**config.mk**
```make
export PLATFORM = sky130hd
export DESIGN_NAME = sorted_priority_queue_unit
export DESIGN_NICKNAME = d
export VERILOG_FILES = /design/src/design/spq_pkg.sv /design/src/design/spq_cell.sv /design/src/design/sorted_priority_queue_unit.sv
export SDC_FILE = /design/constraint.sdc
export NUM_CORES = 2
export LEC_CHECK = 0
export BUFFER_PORTS_ARGS = -buffer_cell sky130_fd_sc_hd__buf_2
export CAP_MARGIN = 20
export CORE_UTILIZATION = 29
export CTS_CLUSTER_DIAMETER = 150
export CTS_CLUSTER_SIZE = 28
export DETAILED_ROUTE_END_ITERATION = 6
export SETUP_SLACK_MARGIN = 0.5
export SLEW_MARGIN = 20
export SYNTH_ARGS = -nofsm -noshare
export SYNTH_HDL_FRONTEND = slang
export SYNTH_HIERARCHICAL = 1
export SYNTH_SLANG_ARGS = --single-unit
```
**constraint.sdc**
```tcl
create_clock -name clk -period 7.4 [get_ports clk]
set_input_delay 0.37 -clock clk [delete_from_list [all_inputs] [get_ports clk]]
set_output_delay 0.37 -clock clk [all_outputs]
set_load 0.02 [all_outputs]
```
**src/design/spq_pkg.sv**
```systemverilog
package spq_pkg;

  localparam int DEPTH = 16;
  localparam int OCC_W = $clog2(DEPTH + 1);
  localparam int FILL_W = 5;

  typedef enum logic {
    KIND_INSERT = 1'b0,
    KIND_POP    = 1'b1
  } spq_kind_t;

  typedef struct packed {
    logic [7:0]  x;
    logic [7:0]  y;
    logic [3:0]  move;
    logic [15:0] pri;
  } spq_entry_t;

  typedef struct packed {
    logic        kind;
    logic [7:0]  cell_x;
    logic [7:0]  cell_y;
    logic [3:0]  move;
    logic [15:0] priority_req;
  } spq_in_t;

  typedef struct packed {
    logic              valid_res;
    logic [7:0]        out_x;
    logic [7:0]        out_y;
    logic [3:0]        out_move;
    logic [15:0]       out_priority;
    logic              duplicate;
    logic              overflow;
    logic [FILL_W-1:0] fill;
  } spq_out_t;

  typedef struct packed {
    logic       en;
    logic       pop;
    spq_entry_t ent;
  } spq_cmd_t;

  typedef struct packed {
    logic ge;
    logic eq;
  } spq_stat_t;

endpackage

```
**src/design/spq_cell.sv**
```systemverilog
module spq_cell
  import spq_pkg::*;
(
  input  logic       clk,
  input  spq_cmd_t   cmd,
  input  logic       cell_valid,
  input  logic       left_ge,
  input  spq_entry_t left_entry,
  input  spq_entry_t right_entry,
  output spq_entry_t entry,
  output spq_stat_t  stat
);

  spq_entry_t entry_r;
  spq_entry_t entry_nxt;

  assign entry = entry_r;
  assign stat.ge = cell_valid && (entry_r.pri >= cmd.ent.pri);
  assign stat.eq = cell_valid && (entry_r == cmd.ent);

  always_comb begin
    entry_nxt = entry_r;
    if (cmd.en) begin
      if (cmd.pop) begin
        entry_nxt = right_entry;
      end else if (!stat.ge) begin
        // insertion point takes the new item, cells behind it shift back
        entry_nxt = left_ge ? cmd.ent : left_entry;
      end
    end
  end

  always_ff @(posedge clk) begin
    entry_r <= entry_nxt;
  end

endmodule

```
**src/design/sorted_priority_queue_unit.sv**
```systemverilog
// Sorted priority queue of up to DEPTH entries (x, y, action, priority), highest
// priority at the head, equal priorities served in arrival order. Each item is
// either an insert or a pop and gives exactly one result item. A row of DEPTH
// cells compares the new entry against all held entries at once and shifts
// toward or away from the head in the same edge, so one item per cycle is
// taken while the output register is free or being drained. An insert
// identical to a held entry is dropped and flagged as duplicate; an insert
// into a full queue pushes out the last entry, or is dropped if it would
// itself land last, and sets overflow. A pop on an empty queue returns
// valid_res low. fill reports the count held after the item.
module sorted_priority_queue_unit
  import spq_pkg::*;
(
  input  logic     clk,
  input  logic     rst_n,
  input  logic     in_valid,
  output logic     in_ready,
  input  spq_in_t  in_data,
  output logic     out_valid,
  input  logic     out_ready,
  output spq_out_t out_data
);

  logic [OCC_W-1:0] occ_r;
  logic [OCC_W-1:0] occ_nxt;
  logic             out_valid_r;
  logic             out_valid_nxt;
  spq_out_t         out_r;
  spq_out_t         out_nxt;

  spq_cmd_t   cmd;
  spq_entry_t entry_w [DEPTH];
  spq_stat_t  stat_w  [DEPTH];
  logic [DEPTH-1:0] eq_vec;

  logic accept;
  logic is_pop;
  logic full;
  logic empty;
  logic dup;
  logic lands_last;

  assign in_ready  = !out_valid_r || out_ready;
  assign accept    = in_valid && in_ready;
  assign out_valid = out_valid_r;
  assign out_data  = out_r;

  assign is_pop     = (in_data.kind == KIND_POP);
  assign full       = (occ_r == OCC_W'(DEPTH));
  assign empty      = (occ_r == '0);
  assign dup        = |eq_vec;
  assign lands_last = full && stat_w[DEPTH-1].ge;

  assign cmd.ent.x    = in_data.cell_x;
  assign cmd.ent.y    = in_data.cell_y;
  assign cmd.ent.move = in_data.move;
  assign cmd.ent.pri  = in_data.priority_req;
  assign cmd.pop      = is_pop;
  assign cmd.en       = accept && (is_pop ? !empty : !(dup || lands_last));

  for (genvar i = 0; i < DEPTH; i++) begin : g_cell
    logic       left_ge;
    spq_entry_t left_entry;
    spq_entry_t right_entry;

    if (i == 0) begin : g_head
      assign left_ge    = 1'b1;
      assign left_entry = cmd.ent;
    end else begin : g_body
      assign left_ge    = stat_w[i-1].ge;
      assign left_entry = entry_w[i-1];
    end

    if (i == DEPTH - 1) begin : g_tail
      assign right_entry = entry_w[i];
    end else begin : g_mid
      assign right_entry = entry_w[i+1];
    end

    spq_cell u_cell (
      .clk        (clk),
      .cmd        (cmd),
      .cell_valid (occ_r > OCC_W'(i)),
      .left_ge    (left_ge),
      .left_entry (left_entry),
      .right_entry(right_entry),
      .entry      (entry_w[i]),
      .stat       (stat_w[i])
    );

    assign eq_vec[i] = stat_w[i].eq;
  end

  always_comb begin
    occ_nxt       = occ_r;
    out_valid_nxt = out_valid_r;
    out_nxt       = out_r;
    if (out_ready) begin
      out_valid_nxt = 1'b0;
    end
    if (accept) begin
      out_valid_nxt = 1'b1;
      out_nxt       = '0;
      if (is_pop) begin
        if (!empty) begin
          occ_nxt              = occ_r - OCC_W'(1);
          out_nxt.valid_res    = 1'b1;
          out_nxt.out_x        = entry_w[0].x;
          out_nxt.out_y        = entry_w[0].y;
          out_nxt.out_move     = entry_w[0].move;
          out_nxt.out_priority = entry_w[0].pri;
        end
      end else if (dup) begin
        out_nxt.duplicate = 1'b1;
      end else if (full) begin
        out_nxt.overflow = 1'b1;
      end else begin
        occ_nxt = occ_r + OCC_W'(1);
      end
      out_nxt.fill = FILL_W'(occ_nxt);
    end
  end

  always_ff @(posedge clk) begin
    if (!rst_n) begin
      occ_r       <= '0;
      out_valid_r <= 1'b0;
    end else begin
      occ_r       <= occ_nxt;
      out_valid_r <= out_valid_nxt;
    end
    out_r <= out_nxt;
  end

  a_occ_bound: assert property (@(posedge clk) disable iff (!rst_n)
    occ_r <= OCC_W'(DEPTH))
    else $error("occupancy above depth");

  a_flags_excl: assert property (@(posedge clk) disable iff (!rst_n)
    out_valid_r |-> !(out_r.duplicate && out_r.overflow))
    else $error("duplicate and overflow together");

  a_pop_flags: assert property (@(posedge clk) disable iff (!rst_n)
    (out_valid_r && out_r.valid_res) |-> (!out_r.duplicate && !out_r.overflow))
    else $error("flags set on a pop result");

  a_pop_count: assert property (@(posedge clk) disable iff (!rst_n)
    (accept && is_pop && !empty) |=> (occ_r == $past(occ_r) - OCC_W'(1)))
    else $error("pop did not shrink occupancy");

  a_dup_hold: assert property (@(posedge clk) disable iff (!rst_n)
    (accept && !is_pop && dup) |=> $stable(occ_r))
    else $error("duplicate insert changed occupancy");

endmodule
```
==> summary.md <==
| Metric | Value |
|---|---|
| Slew @ Worst Pin | 0.9766 ns |
| I/O Pins | between 80 and 90 |
| Top FF cell, synth | edfxtp_1 |
| Worst path required time | around 7.8 ns |
| Minimum clock period | roughly 5 ns |
| Die Wd | 383.6 um |
| WL/cell | 19.67 um |
| Antenna violations before repair | 9 |
| Critical Path Source Type | register |
| Setup ws final | 2.516 ns |
| Die ar. | 147100 um2 |
| Final clock skew | 0.03886 ns |
| PD cells | 196.8 nW/um2 |
| DRT iter0 DRCs | 2364 |
| Finished Cell Area | 45650 um2 |
| Max FO, Critical Path | 25 |
| FF+latch count, synth | roughly 630 |
| Seq/Total Area, Yosys | between 40% and 50% |
| # placed instances | 5906 |
| Num CTS Buffers | 26 |
| Fin. max-slew vios | 0 |
| Signal arrival time at the worst endpoint | about 5.2 ns |
| Critical Path End Type | register |
| TritonCTS clock tree | done |
| Initial Util | 29.32% |
| Largest net degree at the start of global routing | 274 |
| GPL Wtd Cong | 0.8470 |
| Cell area after placement | ~45000 um2 |
| Max-cap violations | 0 |
| Clk network pwr share | 21.1% |
| H-Tree Depth | 1 |
| Fin nets | ~4300 |
| Post-synthesis mux area share | 13.70% |
| Pleak | 0.01703 uW |
| First-pass GRT wire length | approximately 180 mm |
| Drt drc | 16 |
| Total track usage | 15.48% |
| Layout cells sized above 1 | 5.658% |
| Unrepaired setup endpoints after global routing | false |
| Port bufs | 86 |
| CTS max path bufs | 3 |
| Synth Area in Simple Gates | 11.61% |
| Fin. Hold Viols | 0 |
| Synth Area in XOR/XNOR | around 6.7% |
| Total clock sinks | 626 |
| Worst slew margin relative to its limit | 34.90% |
| Max VDD drop | around 0.19 mV |
| Syn_nets | 4391 |
| Later-pin clock latency in the skew report | 0.66 ns |
| Vias per cell | approximately 5.1 |
| Post-Layout Cell Count | 5969 |
| Vias in the first global route | just over 30000 |
| WS Path Type | reg -> reg |
| Combinational share of power | 25.4% |
| Mapped Avg Cell Area | 10.33 um2 |
| Final HPWL DP | 85.44 mm |
| Fmax achieved | between 200 and 250 MHz |
| Gr ovfl total | 0 |
| Area leader, netlist | edfxtp_1 |
| Layout area overhead | 8.113% |
| Core area | 144000 um2 |
| Largest family of logic cells by synthesized area | multiplexers |
| Failing checks | DRC |
| Clk pin slew, worst setup/hold paths | 0.12 ns |
| Hold crit path type | in -> reg |
| Top area cells in the synthesized netlist | edfxtp_1 (44%), mux2i_1 (14%), ha_1 (7.8%) |
| Root Buffer | clkbuf_16 |
| Post-Syn Area | about 42000 um2 |
| Final number of setup-violating endpoints | 0 |
| Post-synth EDFFs | 620 |
| Fin crit share | 66.00% |
| Seq pwr share | 53.4% |
| Sw Share | about 33% |
| Via Count | between 30000 and 40000 |
| Yosys cell types | 47 |
| Internal power | 6020 uW |
| Switching power | 2964 uW |
| Share of Yosys cell area claimed by the top area cell type | 44.09% |
| Area share of fa/ha/maj cells after synthesis | 7.764% |
| Post-synthesis cell count | 4088 |
| Post-route ant nets | 0 |
| YS warnings | 6 |
| Total power | between 8000 and 9000 uW |
| Post-CTS setup buffer count | 0 |
| Setup TNS | 0 ns |
| Status | finished, violations left |
| DRT Pass-1 Iters | 7 |
| Die Y | 383.6 um |
| Dpl ws | 2.034 ns |
| Site Rows | 139 |
| Fill cell count | 14750 |
| Compound-Gate Fraction of Synth Area | 11.27% |
| Async SR Flop Fraction | 0% |
| Routed wire length | between 100 and 150 mm |
## worst paths after layout
path,cells after the start,endpoint,slack [ns],startpoint
setup / recovery,11,g_cell[0].u_cell/entry[19],2.52,occ_r[2]
hold reg to reg,2,g_cell[0].u_cell/entry[8],0.61,g_cell[1].u_cell/entry[8]
setup reg to reg,11,g_cell[0].u_cell/entry[19],2.52,occ_r[2]
hold / removal,3,occ_r[2],0.09,rst_n
## per-layer routing
metal | up-vias | global-route usage, % | part of all wire (%)
li1 | 14630 | - | -
met1 | 15320 | 22.16 | 48
met2 | 603 | 25.76 | 47
met3 | 83 | 1.355 | 4.3
met4 | 10 | 2.147 | 1.1
met5 | - | 0 | 0.047
## critical path: stages, from the launching register on
cell	delay (ns)
dfxtp_1	0.48
nor3_2	0.44
o21ai_0	0.41
nand2_1	0.16
nor3_1	0.10
nor4_4	0.45
nand4_4	0.23
a211oi_1	0.26
o21a_1	0.72
o31ai_1	0.25
nor2_4	0.72
buf_4	0.35
## sequential cells by signal, summed over array words and instances, names as in the netlist
| name | count |
|---|---|
| occ_r | 5 |
| out_data | 44 |
| g_cell.u_cell/entry | 576 |
| out_valid | 1 |
## layout make-up
| class | instances | area (um2) | area share, % |
|---|---|---|---|
| multi-input cells | 2997 | 21730 | 47.61 |
| flip-flops and latches | 626 | 18740 | 41.05 |
| well taps | 1903 | 2381 | 5.216 |
| repair buffers | 131 | 1036 | 2.269 |
| inverters | 263 | 987.2 | 2.163 |
| clock buffers | 47 | 750.7 | 1.645 |
| clock inverters | 1 | 20.02 | 0.04385 |
| diodes | 1 | 2.502 | 0.005482 |
## synthesized netlist by cell type (4+ instances only)
master / instances
o21a_1: 18
nor3_1: 35
o21ai_0: 593
clkbuf_1: 136
a211oi_1: 17
a221o_1: 17
mux2i_1: 578
edfxtp_1: 620
ha_1: 262
a21oi_1: 37
xnor2_1: 17
buf_4: 48
nor4_1: 65
nand4_1: 32
a211o_1: 16
nor4_4: 4
nand4b_1: 16
and2_1: 52
nand2_1: 623
nand3_1: 35
nor2_1: 59
and4_4: 16
dfxtp_1: 6
o31ai_1: 18
a21o_1: 80
a31oi_1: 18
nand4_4: 17
nand2b_1: 18
inv_1: 262
buf_2: 18
nor2b_1: 18
xor2_1: 304
and3_1: 4
o211ai_1: 16
## timing repair
| action | 4_1_cts | 5_1_grt |
|---|---|---|
| setup endpoints to repair | 0 | 0 |
| resized for setup | 0 | 0 |
| endpoints found under the hold margin | 1 | 0 |
| hold buffers | 2 | 0 |
## metrics by stage
step / util (%) / hold slack, ns
floorplan: - / 0.4977
global placement: 30.87 / 0.5030
detailed placement: 30.93 / 0.5190
CTS: 31.48 / 0.03901
global route: 31.70 / 0.05903
finish: 31.70 / 0.08564
## layout by cell type, fill, tap and decap left out, types with 18 or more instances in the layout
cell type,synthesis,final
nor4_1,65,65
clkbuf_1,136,20
a31oi_1,18,18
clkbuf_16,0,27
nor2b_1,18,18
xor2_1,304,304
nand2_1,623,623
buf_4,48,27
a21oi_1,37,37
nand3_1,35,35
nor3_1,35,35
o31ai_1,18,18
ha_1,262,262
inv_1,262,261
nand4_1,32,32
mux2i_1,578,578
edfxtp_1,620,620
o21ai_0,593,593
nor2_1,59,43
and2_1,52,52
buf_2,18,85
a21o_1,80,80
nand2b_1,18,18
## cell families (layout without fill, tap and decap cells)
family                     count (synthesis)  after routing
and+or+nand+nor                          998            998
AOI/OAI and AO/OA                        837            837
DFF                                      626            626
muxes                                    578            578
buffers and inverters                    465            442
xor gates and xnor gates                 321            321
adders and majority gates                262            262
other                                      1              2
## power groups by stage
stage	registers, uW	clock network [uW]	logic [uW]
floorplan	4760	0	1570
global placement	4900	0	2150
detailed placement	4890	0	2230
CTS	4810	1960	2240
global route	4850	2060	2530
finish	4800	1900	2280
Note: power is estimated with default switching activity, not from simulation.
